File: src/rtl/rhtf_pkg.sv
// Shared types, constants and the CRC-8 step function for the frame checker.
package rhtf_pkg;

    // Frame layout: two data bytes and one CRC byte per word, two words.
    localparam logic [2:0] POS_T_CRC   = 3'd2;
    localparam logic [2:0] POS_H_CRC   = 3'd5;
    localparam logic [2:0] FRAME_BYTES = 3'd6;

    // CRC-8 with polynomial 0x31, initial value 0xFF, MSB first.
    localparam logic [7:0] CRC_POLY = 8'h31;
    localparam logic [7:0] CRC_INIT = 8'hFF;

    // Conversion constants.
    localparam logic [14:0] T_SCALE  = 15'd17500;
    localparam logic [13:0] H_SCALE  = 14'd10000;
    localparam logic [15:0] T_OFFSET = 16'd4500;
    localparam logic [16:0] DIV_K    = 17'd65535;

    // Queue sizes between front and back and at the result side.
    localparam int FQ_DEPTH = 2;
    localparam int OQ_DEPTH = 2;

    // One complete frame as handed from the front to the back.
    typedef struct packed {
        logic        status;
        logic [15:0] t_raw;
        logic [15:0] h_raw;
    } t_frame;

    // One converted result item.
    typedef struct packed {
        logic               status;
        logic [15:0]        t_raw;
        logic [15:0]        h_raw;
        logic signed [14:0] t_centi;
        logic [13:0]        h_centi;
    } t_result;

    // Fill status of the frame queue.
    typedef struct packed {
        logic empty;
        logic full;
    } t_fq_stat;

    // Feed one byte into the running CRC, one bit per step.
    function automatic logic [7:0] crc8_feed(input logic [7:0] crc, input logic [7:0] b);
        logic [7:0] v;
        v = crc ^ b;
        for (int k = 0; k < 8; k++) begin
            if (v[7]) begin
                v = {v[6:0], 1'b0} ^ CRC_POLY;
            end else begin
                v = {v[6:0], 1'b0};
            end
        end
        return v;
    endfunction

endpackage

File: src/rtl/rh_temp_frame_crc_convert.sv
// Top level of the sensor frame checker: front, frame queue and back.
//
// Input channel: one response byte per item on i_rx_byte, with i_frame_start
// marking the first byte of a frame. An item is taken at a clock edge with
// push high and full low. Six bytes form a frame: temperature high, low and
// CRC, then humidity high, low and CRC.
// Result channel: after the sixth byte one item carries the CRC status, both
// raw words and the converted values. The oldest result is shown while empty
// is low and is taken at a clock edge with pop high.
// Throughput: one byte per cycle while full is low. The front takes every byte
// without a wait; the back runs one frame at a time through a multiply register
// and a correction step into a two-entry result queue.
// Path: the frame completed by the sixth byte is written into the frame queue,
// then into the multiply register and then into the result queue.
// Stalls: when pop stays low the result queue and then the two-entry frame
// queue fill; full rises only when the frame queue holds two frames.
// Reset: synchronous and active low; it empties both queues and restarts the
// byte position with the CRC at its initial value.
module rh_temp_frame_crc_convert import rhtf_pkg::*; (
    input  logic               i_clk,
    input  logic               i_rst_n,
    input  logic               push,
    output logic               full,
    input  logic [7:0]         i_rx_byte,
    input  logic               i_frame_start,
    output logic               empty,
    input  logic               pop,
    output logic               o_status,
    output logic [15:0]        o_temperature_raw,
    output logic [15:0]        o_humidity_raw,
    output logic signed [14:0] o_temperature_centi,
    output logic [13:0]        o_humidity_centi
);

    logic     accept;
    logic     frame_vld;
    t_frame   frame_in;
    t_frame   frame_out;
    t_fq_stat fq_stat;
    logic     fq_pop;
    t_result  result;

    assign full   = fq_stat.full;
    assign accept = push && !full;

    // Byte tracking and CRC checks.
    rhtf_front u_front (
        .i_clk         (i_clk),
        .i_rst_n       (i_rst_n),
        .i_accept      (accept),
        .i_rx_byte     (i_rx_byte),
        .i_frame_start (i_frame_start),
        .o_frame_vld   (frame_vld),
        .o_frame       (frame_in)
    );

    // Frame queue between front and back.
    rhtf_frame_q u_frame_q (
        .i_clk   (i_clk),
        .i_rst_n (i_rst_n),
        .i_wr    (frame_vld),
        .i_frame (frame_in),
        .i_rd    (fq_pop),
        .o_frame (frame_out),
        .o_stat  (fq_stat)
    );

    // Conversion and result queue.
    rhtf_back u_back (
        .i_clk     (i_clk),
        .i_rst_n   (i_rst_n),
        .i_fq_stat (fq_stat),
        .i_frame   (frame_out),
        .o_fq_pop  (fq_pop),
        .i_pop     (pop),
        .o_empty   (empty),
        .o_result  (result)
    );

    assign o_status            = result.status;
    assign o_temperature_raw   = result.t_raw;
    assign o_humidity_raw      = result.h_raw;
    assign o_temperature_centi = result.t_centi;
    assign o_humidity_centi    = result.h_centi;

`ifndef SYNTH
    // Reset leaves no result waiting and room for input.
    a_reset_empty: assert property (@(posedge i_clk) !i_rst_n |=> (empty && !full))
        else $error("queues not empty after reset");

    // A shown temperature stays within the sensor range.
    a_temp_range: assert property (@(posedge i_clk) disable iff (!i_rst_n)
        !empty |-> (o_temperature_centi >= -15'sd4500 && o_temperature_centi <= 15'sd13000))
        else $error("temperature out of range");

    // A shown humidity never exceeds one hundred percent.
    a_hum_range: assert property (@(posedge i_clk) disable iff (!i_rst_n)
        !empty |-> (o_humidity_centi <= 14'd10000))
        else $error("humidity out of range");

    // Input can only be refused while results are backed up on the output side.
    a_full_needs_backlog: assert property (@(posedge i_clk) disable iff (!i_rst_n)
        full |-> !empty)
        else $error("input refused with no result waiting");
`endif

endmodule

File: src/rtl/rhtf_front.sv
// Front part: tracks the byte position, checks both CRCs and assembles frames.
module rhtf_front import rhtf_pkg::*; (
    input  logic       i_clk,
    input  logic       i_rst_n,
    input  logic       i_accept,
    input  logic [7:0] i_rx_byte,
    input  logic       i_frame_start,
    output logic       o_frame_vld,
    output t_frame     o_frame
);

    logic [2:0]  r_pos, n_pos;
    logic [7:0]  r_crc, n_crc;
    logic [15:0] r_t_word, n_t_word;
    logic        r_t_ok, n_t_ok;
    logic [15:0] r_h_word, n_h_word;

    logic        restart;
    logic [2:0]  cur_pos;
    logic [7:0]  cur_crc;

    // A frame start flag or an out-of-range position restarts the frame.
    assign restart = i_frame_start || (r_pos >= FRAME_BYTES);
    assign cur_pos = restart ? 3'd0 : r_pos;
    assign cur_crc = restart ? CRC_INIT : r_crc;

    // Byte handling per frame position.
    always_comb begin
        n_pos       = r_pos;
        n_crc       = r_crc;
        n_t_word    = r_t_word;
        n_t_ok      = r_t_ok;
        n_h_word    = r_h_word;
        o_frame_vld = 1'b0;
        if (i_accept) begin
            n_pos = cur_pos + 3'd1;
            priority if (cur_pos < POS_T_CRC) begin
                n_crc    = crc8_feed(cur_crc, i_rx_byte);
                n_t_word = {r_t_word[7:0], i_rx_byte};
            end else if (cur_pos == POS_T_CRC) begin
                n_t_ok = (cur_crc == i_rx_byte);
                n_crc  = CRC_INIT;
            end else if (cur_pos < POS_H_CRC) begin
                n_crc    = crc8_feed(cur_crc, i_rx_byte);
                n_h_word = {r_h_word[7:0], i_rx_byte};
            end else begin
                o_frame_vld = 1'b1;
                n_crc       = CRC_INIT;
                n_pos       = 3'd0;
            end
        end
    end

    // The finished frame is formed from the last byte and the stored words.
    assign o_frame.status = !(r_t_ok && (cur_crc == i_rx_byte));
    assign o_frame.t_raw  = r_t_word;
    assign o_frame.h_raw  = r_h_word;

    // State registers.
    always_ff @(posedge i_clk) begin
        if (!i_rst_n) begin
            r_pos    <= 3'd0;
            r_crc    <= CRC_INIT;
            r_t_word <= 16'd0;
            r_t_ok   <= 1'b0;
            r_h_word <= 16'd0;
        end else begin
            r_pos    <= n_pos;
            r_crc    <= n_crc;
            r_t_word <= n_t_word;
            r_t_ok   <= n_t_ok;
            r_h_word <= n_h_word;
        end
    end

endmodule

File: src/rtl/rhtf_frame_q.sv
// Short queue of complete frames between the front and the back.
module rhtf_frame_q import rhtf_pkg::*; (
    input  logic     i_clk,
    input  logic     i_rst_n,
    input  logic     i_wr,
    input  t_frame   i_frame,
    input  logic     i_rd,
    output t_frame   o_frame,
    output t_fq_stat o_stat
);

    localparam int AW = (FQ_DEPTH > 1) ? $clog2(FQ_DEPTH) : 1;
    localparam int CW = $clog2(FQ_DEPTH + 1);

    t_frame        r_mem [FQ_DEPTH];
    logic [AW-1:0] r_wp;
    logic [AW-1:0] r_rp;
    logic [CW-1:0] r_cnt;

    logic do_wr;
    logic do_rd;

    assign o_stat.empty = (r_cnt == CW'(0));
    assign o_stat.full  = (r_cnt == CW'(FQ_DEPTH));
    assign do_wr        = i_wr && !o_stat.full;
    assign do_rd        = i_rd && !o_stat.empty;
    assign o_frame      = r_mem[r_rp];

    // Storage writes.
    always_ff @(posedge i_clk) begin
        if (do_wr) begin
            r_mem[r_wp] <= i_frame;
        end
    end

    // Pointers and fill count.
    always_ff @(posedge i_clk) begin
        if (!i_rst_n) begin
            r_wp  <= '0;
            r_rp  <= '0;
            r_cnt <= '0;
        end else begin
            if (do_wr) begin
                r_wp <= (r_wp == AW'(FQ_DEPTH - 1)) ? '0 : r_wp + AW'(1);
            end
            if (do_rd) begin
                r_rp <= (r_rp == AW'(FQ_DEPTH - 1)) ? '0 : r_rp + AW'(1);
            end
            r_cnt <= r_cnt + CW'(do_wr) - CW'(do_rd);
        end
    end

endmodule

File: src/rtl/rhtf_back.sv
// Back part: scales both raw words, subtracts the temperature offset and queues the finished results.
module rhtf_back import rhtf_pkg::*; (
    input  logic     i_clk,
    input  logic     i_rst_n,
    input  t_fq_stat i_fq_stat,
    input  t_frame   i_frame,
    output logic     o_fq_pop,
    input  logic     i_pop,
    output logic     o_empty,
    output t_result  o_result
);

    localparam int AW = (OQ_DEPTH > 1) ? $clog2(OQ_DEPTH) : 1;
    localparam int CW = $clog2(OQ_DEPTH + 1);

    // Multiply stage.
    logic        r_s1_vld;
    logic        r_s1_status;
    logic [15:0] r_s1_t_raw;
    logic [15:0] r_s1_h_raw;
    logic [30:0] r_s1_t_prod;
    logic [29:0] r_s1_h_prod;

    // Result queue.
    t_result       r_oq [OQ_DEPTH];
    logic [AW-1:0] r_wp;
    logic [AW-1:0] r_rp;
    logic [CW-1:0] r_cnt;

    logic    oq_room;
    logic    s1_ready;
    logic    oq_wr;
    logic    oq_rd;
    t_result res;

    logic [14:0] t_q0;
    logic [16:0] t_rem;
    logic [14:0] t_q;
    logic [15:0] t_diff;
    logic [13:0] h_q0;
    logic [16:0] h_rem;
    logic [13:0] h_q;

    // Flow control between the frame queue, the multiply stage and the result queue.
    assign oq_room  = (r_cnt != CW'(OQ_DEPTH));
    assign s1_ready = !r_s1_vld || oq_room;
    assign o_fq_pop = !i_fq_stat.empty && s1_ready;
    assign oq_wr    = r_s1_vld && oq_room;
    assign oq_rd    = i_pop && !o_empty;
    assign o_empty  = (r_cnt == CW'(0));
    assign o_result = r_oq[r_rp];

    // Multiply stage registers.
    always_ff @(posedge i_clk) begin
        if (!i_rst_n) begin
            r_s1_vld <= 1'b0;
        end else if (s1_ready) begin
            r_s1_vld <= o_fq_pop;
        end
    end

    always_ff @(posedge i_clk) begin
        if (o_fq_pop) begin
            r_s1_status <= i_frame.status;
            r_s1_t_raw  <= i_frame.t_raw;
            r_s1_h_raw  <= i_frame.h_raw;
            r_s1_t_prod <= 31'(i_frame.t_raw) * 31'(T_SCALE);
            r_s1_h_prod <= 30'(i_frame.h_raw) * 30'(H_SCALE);
        end
    end

    // Division by 65535: p = q0*65535 + (q0 + low half), and that remainder
    // stays below twice the divisor, so one compare corrects the quotient.
    always_comb begin
        t_q0   = r_s1_t_prod[30:16];
        t_rem  = {2'b00, t_q0} + {1'b0, r_s1_t_prod[15:0]};
        t_q    = t_q0 + 15'(t_rem >= DIV_K);
        t_diff = {1'b0, t_q} - T_OFFSET;

        h_q0  = r_s1_h_prod[29:16];
        h_rem = {3'b000, h_q0} + {1'b0, r_s1_h_prod[15:0]};
        h_q   = h_q0 + 14'(h_rem >= DIV_K);

        res.status  = r_s1_status;
        res.t_raw   = r_s1_t_raw;
        res.h_raw   = r_s1_h_raw;
        res.t_centi = t_diff[14:0];
        res.h_centi = h_q;
    end

    // Result queue storage.
    always_ff @(posedge i_clk) begin
        if (oq_wr) begin
            r_oq[r_wp] <= res;
        end
    end

    // Result queue pointers and fill count.
    always_ff @(posedge i_clk) begin
        if (!i_rst_n) begin
            r_wp  <= '0;
            r_rp  <= '0;
            r_cnt <= '0;
        end else begin
            if (oq_wr) begin
                r_wp <= (r_wp == AW'(OQ_DEPTH - 1)) ? '0 : r_wp + AW'(1);
            end
            if (oq_rd) begin
                r_rp <= (r_rp == AW'(OQ_DEPTH - 1)) ? '0 : r_rp + AW'(1);
            end
            r_cnt <= r_cnt + CW'(oq_wr) - CW'(oq_rd);
        end
    end

endmodule
File: config.mk
export PLATFORM = sky130hd
export DESIGN_NAME = rh_temp_frame_crc_convert
export DESIGN_NICKNAME = d
export VERILOG_FILES = /design/src/rtl/rhtf_pkg.sv /design/src/rtl/rh_temp_frame_crc_convert.sv /design/src/rtl/rhtf_front.sv /design/src/rtl/rhtf_frame_q.sv /design/src/rtl/rhtf_back.sv
export SDC_FILE = /design/constraint.sdc
export NUM_CORES = 1
export LEC_CHECK = 0
export CORE_ASPECT_RATIO = 1.5
export CORE_UTILIZATION = 37
export DETAILED_ROUTE_END_ITERATION = 8
export DONT_BUFFER_PORTS = 1
export GPL_ROUTABILITY_DRIVEN = 0
export MAX_ROUTING_LAYER = met4
export PLACE_DENSITY = 0.56
export SETUP_SLACK_MARGIN = 0.4
export SYNTH_ARGS = -nofsm -noshare
export SYNTH_HDL_FRONTEND = slang
export SYNTH_HIERARCHICAL = 1
export SYNTH_SLANG_ARGS = --single-unit
File: constraint.sdc
create_clock -name i_clk -period 14.9 [get_ports i_clk]
set_input_delay 2.235 -clock i_clk [delete_from_list [all_inputs] [get_ports i_clk]]
set_output_delay 2.235 -clock i_clk [all_outputs]
set_load 0.03 [all_outputs]
== Word-level counts from Yosys, hierarchy flattened ==
Memory sizes are Yosys's and may differ from the RTL's. A register that Yosys moved wholly into a read port is not among the register bits.
Index checks and enable logic that the tools add are counted.
Word-level totals
  flip-flop bits (word level): 141
  bits in writable memories: 190
  word-level logic and storage cells: 162
  memories kept: 2
Memories
  u_back.r_oq: depth 2, width 62, rd ports 1, clocked after Yosys merged registers in 1, write ports 1, RTL line rhtf_back.sv:25  | t_result r_oq [OQ_DEPTH];
  u_frame_q.r_mem: depth 2, width 33, rd ports 1, clocked after Yosys merged registers in 1, write ports 1, RTL line rhtf_frame_q.sv:15  | t_frame r_mem [FQ_DEPTH];
Cells by class
  add/sub/neg operators: 14
  $mul: 2
  magnitude comparators: 5
  equality and inequality tests: 4
  mux-type cells: 81
  bitwise logic cells: 18
  reduce and logical (&&, ||, !) cells: 19
Operator list (count)
  two-way mux 8 bit: 46
  two-way mux 6 bit: 15
  NOT 3 bit: 15
  greater-or-equal comparator 17 x 16 -> 1 bit, second input constant: 2
  multiplier 16 x 13 -> 29 bit, second input constant: 1
  multiplier 16 x 10 -> 26 bit, second input constant: 1
  adder 14 x 16 -> 17 bit: 1
  adder 15 x 16 -> 17 bit: 1
  two-way mux 1 bit: 16
  adder 15 x 1 -> 15 bit: 1
  subtractor 15 x 13 -> 15 bit, second input constant: 1
  adder 14 x 1 -> 14 bit: 1
  two-way mux 3 bit: 4
  == test 8 bit: 1
  XOR 8 bit: 1
  logical AND 1 bit: 7
  zero test 1 bit: 5
  adder 1 bit, second input constant: 4
  adder 2 x 1 -> 2 bit: 2
  zero test 2 bit: 2
  AND reduction 4 bit: 1
  subtractor 2 x 1 -> 2 bit: 2
  adder 3 x 1 -> 3 bit, second input constant: 1
  == test 3 x 2 -> 1 bit, second input constant: 1
  9 further kinds: 11

== Depth between registers and ports, before layout ==
  word-level depth: 51
  gate-level depth with buffers: 23
  gate-level depth less buffers: 21

== By module ==
The synthesis kept the hierarchy.
Modules (own cells, without submodules)
  rhtf_back: instances 1, cells an instance 1152, area an instance 14531.4 um2
  rhtf_frame_q: instances 1, cells an instance 130, area an instance 2771.4 um2
  rhtf_front: instances 1, cells an instance 205, area an instance 2043.2 um2
  rh_temp_frame_crc_convert: instances 1, cells an instance 1, area an instance 13.8 um2

== Least setup slack after synthesis ==
No wires, ideal clock.
  kind: register to register
  start: reg u_back.r_cnt[0]
  end: reg u_frame_q.r_cnt[1]
  library setup time: 0.115 ns
  arrival time: 5.357 ns
  data required time: 14.785 ns
  slack: 9.427 ns
  stages on the path, launching flop included: 10
  cell sequence: dfxtp_1 -> nand3b_1 -> nor2b_1 -> o21a_1 -> ha_1 -> inv_1 -> ha_1 -> xor2_1 -> and2_1 -> nor3_1
Between the ends
  word-level cells in the longest chain between the ends: 5
Ends and longest elaborated chain
  start, declared: RTL line rhtf_back.sv:28  | logic [CW-1:0] r_cnt;
  start signal, assigned: RTL line rhtf_back.sv:111  | r_cnt <= r_cnt + CW'(oq_wr) - CW'(oq_rd);
  != test 2 bit: RTL line rhtf_back.sv:45  | assign oq_room = (r_cnt != CW'(OQ_DEPTH));
  logical OR 1 bit: RTL line rhtf_back.sv:46  | assign s1_ready = !r_s1_vld || oq_room;
  logical AND 1 bit: RTL line rhtf_back.sv:47  | assign o_fq_pop = !i_fq_stat.empty && s1_ready;
  via fq_pop: RTL line rh_temp_frame_crc_convert.sv:40  | logic fq_pop;
  logical AND 1 bit: RTL line rhtf_frame_q.sv:26  | assign do_rd = i_rd && !o_stat.empty;
  via u_frame_q.do_rd: RTL line rhtf_frame_q.sv:21  | logic do_rd;
  subtractor 2 x 1 -> 2 bit: RTL line rhtf_frame_q.sv:49  | r_cnt <= r_cnt + CW'(do_wr) - CW'(do_rd);
  end signal, assigned: RTL line rhtf_frame_q.sv:49
  end, declared: RTL line rhtf_frame_q.sv:18  | logic [CW-1:0] r_cnt;
The timed path passes the listed nets, and every way through them passes these cells.
A chain may end at the register's enable or synchronous reset.

==> metrics.md <==
| Metric | Value |
|---|---|
| Vias in the first global route | `11374` |
| TritonCTS clock tree | `yes` |
| CP endpoint kind | `flip-flop` |
| Final setup fails | `0` |
| CP arrival | `~6300 ps` |
| Syn Std Cell Area | `0.0194 mm²` |
| Nets | `1804` |
| Status | `finished clean` |
| Origin of the worst min-delay path | `u_back/r_s1_t_raw[3]$_DFFE_PP_` |
| Final HPWL DP | `between 20 and 30 mm` |
| Worst IR Drop VDD | `between 0.07 and 0.08 mV` |
| Reg clk slew, reported paths | `approximately 60 ps` |
| RSZ-0062 raised after global routing | `false` |
| Grt ovf | `0` |
| Post-route ant nets | `0` |
| Area delta synth->final | `9.67%` |
| Gr usage total | `0.151` |
| Crit-path max FO | `33` |
| Most frequent cell after synthesis | `edfxtp_1` |
| Synth Flop Type | `edfxtp_1` |
| Max Root-Sink Buffers | `3` |
| Post-synth EDFFs | `~270` |
| H-tree depth | `2` |
| LEAKAGE | `8.90 nW` |
| Largest stage delay on the critical path | `~550 ps` |
| Worst Tran Pin Value | `~1000 ps` |
| Cells after DPL | `roughly 2100` |
| Critical-path cell list | `buf_4 > mux2_2 > ha_1 > inv_1 > fa_1 > inv_1 > ha_1 > fa_1 > inv_1 > fa_1 > inv_1 > ha_1 > nand4_2 > nor2_1 > a211o_1 > nor4bb_2 > o31a_2 > a41oi_2 > or4_1 > nand3_1` |
| Most area-consuming cells after synthesis | `edfxtp_1, ha_1, fa_1` |
| Syn_area_per_cell | `about 13 µm²` |
| Number of hold buffers added after cts | `0` |
| Die Wd | `roughly 190 µm` |
| Hold Crit Class | `flip-flop to flip-flop` |
| # Post-CTS Setup Buffers | `0` |
| Clock Tree Root | `clkbuf_16` |
| Tcrit/Tclk final | `0.395` |
| Initial antenna violation count | `0` |
| Die height | `282 µm` |
| I/O pin cnt | `between 70 and 80` |
| Pre-CTS setup slack | `~9000 ps` |
| Yosys reg bits | `328` |
| Die ar. | `roughly 0.053 mm²` |
| Library cells used by synthesis | `81` |
| CTS Buf Count | `34` |
| Post-Syn Instances | `between 1000 and 1500` |
| Tmin final | `between 5000 and 6000 ps` |
| # fillers | `4806` |
| Cell Rows | `~100` |
| Pwr Density | `97.9 mW/mm²` |
| Setup TNS | `0 ps` |
| Synth warn | `6` |
| MaxCap Viol Count | `0` |
| Largest net degree at the start of global routing | `between 70 and 80` |
| Routed wire per std cell | `between 15 and 20 µm` |
| Setup ws final | `between 9000 and 10000 ps` |
| Worst skew pair latency | `roughly 520 ps` |
| Worst endpoint required time | `approximately 15000 ps` |
| Slowest CP cell | `fa_1` |
| Fmax | `between 150 and 200 MHz` |
| Avg Vias per Cell | `4.91` |
| Clk sinks | `328` |
| 1st-iter DRT viols | `just over 400` |
| Post-route insts no fill | `about 2200` |
| Ant diodes | `0` |
| Worst Skew | `between 15 and 20 ps` |
| Starting Density | `0.375` |
| Register area share after synthesis | `0.480` |
| Crit start category | `flip-flop` |
| # DRC | `0` |
| DRT Pass-1 Iters | `5` |
| Area leader, netlist | `edfxtp_1` |
| Top-area cell type share of the netlist area | `0.423` |
| Post-cts resize count | `0` |
| Post-synth ARST share | `0` |
| Layout cells sized above 1 | `0.116` |
| Port bufs | `0` |
| Synth Net Count | `around 1800` |
| Final Hold Fails | `0` |
| Final wirelength | `between 30 and 40 mm` |
| Crit path kind | `flip-flop to flip-flop` |
| DR vias | `about 11000` |
| Global-route wire length before repair | `roughly 61 mm` |
| Headroom to the max-slew limit | `0.326` |
| Overall power | `between 2 and 2.5 mW` |
| Core outline area | `about 0.052 mm²` |
| Fin. max-slew vios | `0` |
| CP most frequent cell | `inv_1` |
| Top cells by count, synth | `edfxtp_1, inv_1, ha_1` |
-- cells in the final DEF (no fill, tap or decap), types with 7 or more instances in the layout --
master and instances:
edfxtp_1 273, inv_1 208, ha_1 201, fa_1 82
nor2_1 78, xnor2_1 68, mux2_2 65, dfxtp_1 53
a21oi_1 48, nand2_1 39, clkbuf_16 37, mux2i_1 35
xor2_1 34, mux2_4 30, a21o_1 19, o21ai_0 17
nor3_1 16, and2_1 14, o21a_1 13, nand3_1 13
clkbuf_1 11, a211oi_1 11, and3_1 11, nand2b_1 10
a31oi_1 9, nand4_1 9, nor2b_1 8, o21bai_1 8
buf_4 8, or3_1 7
-- final timing paths --
check | endpoint | slack, ps | depth (start not counted)
max | u_back/r_s1_t_prod[29]$_DFFE_PP_ | 9010 | 20
min | u_back/r_oq[0][48]$_DFFE_PP_ | 440 | 0
max reg2reg | u_back/r_s1_t_prod[29]$_DFFE_PP_ | 9010 | 20
min reg2reg | u_back/r_oq[0][48]$_DFFE_PP_ | 440 | 0
-- cell type report --
| type | instances | area (µm²) | share of cell area |
|---|---|---|---|
| well taps | 676 | 846 | 0.0398 |
| inverters | 209 | 785 | 0.0369 |
| multi-input cells | 927 | 9110 | 0.429 |
| flip-flops and latches | 328 | 9300 | 0.438 |
| repair buffers | 8 | 60.1 | 0.00283 |
| clock buffers | 49 | 981 | 0.0462 |
| clock inverters | 12 | 143 | 0.00672 |
-- routing by layer --
| metal | vias to the layer above | GRT usage | wire length, µm |
|---|---|---|---|
| met5 | - | - | 0 |
| met4 | 0 | 0.0494 | 966 |
| met3 | 56 | 0.0267 | 1490 |
| met2 | 157 | 0.274 | 19900 |
| met1 | 5329 | 0.165 | 15500 |
| li1 | 5295 | - | - |
-- where the power goes --
| group | internal (mW) | switching, mW | total, mW |
|---|---|---|---|
| clock | 0.512 | 0.346 | 0.858 |
| sequential | 0.994 | 0.0166 | 1.01 |
| combinational | 0.0783 | 0.132 | 0.210 |
| total | 1.58 | 0.495 | 2.08 |
-- sequential cells by signal, summed over array words and instances, names as in the netlist, 2 cells and up, named ones only --
signal,cells
u_back/r_cnt,2
u_back/r_s1_t_raw,16
u_frame_q/r_mem,66
u_back/r_s1_t_prod,28
u_front/r_pos,3
u_back/r_oq,124
u_back/r_s1_h_prod,22
u_back/r_s1_h_raw,16
u_front/r_h_word,16
u_front/r_crc,8
u_front/r_t_word,16
u_frame_q/r_cnt,2
-- worst max-delay path, delay by kind of cell (launching register included) --
family                   cells  cell delay [ps]
adder cells (fa/ha/maj)      6             2510
AND/OR/NAND/NOR              5             1040
buffers and inverters        5              690
AO/OA/AOI/OAI                3              680
multiplexers                 1              500
flip-flops                   1              310
-- kinds of logic after synthesis --
family,synth area share
AOI/OAI and AO/OA,0.0658
xor gates and xnor gates,0.0494
adders and majority gates,0.215
buffers and inverters,0.0501
DFF,0.480
muxes,0.0792
and+or+nand+nor,0.0605
-- per-stage QoR --
step,instance area (µm²),hold slack (ps),utilization
floorplan,19400,421,-
global placement,20100,426,0.389
detailed placement,20100,430,0.389
CTS,21200,444,0.411
global route,21200,446,0.411
finish,21200,439,0.411
Power figures use the tool's default switching activity.
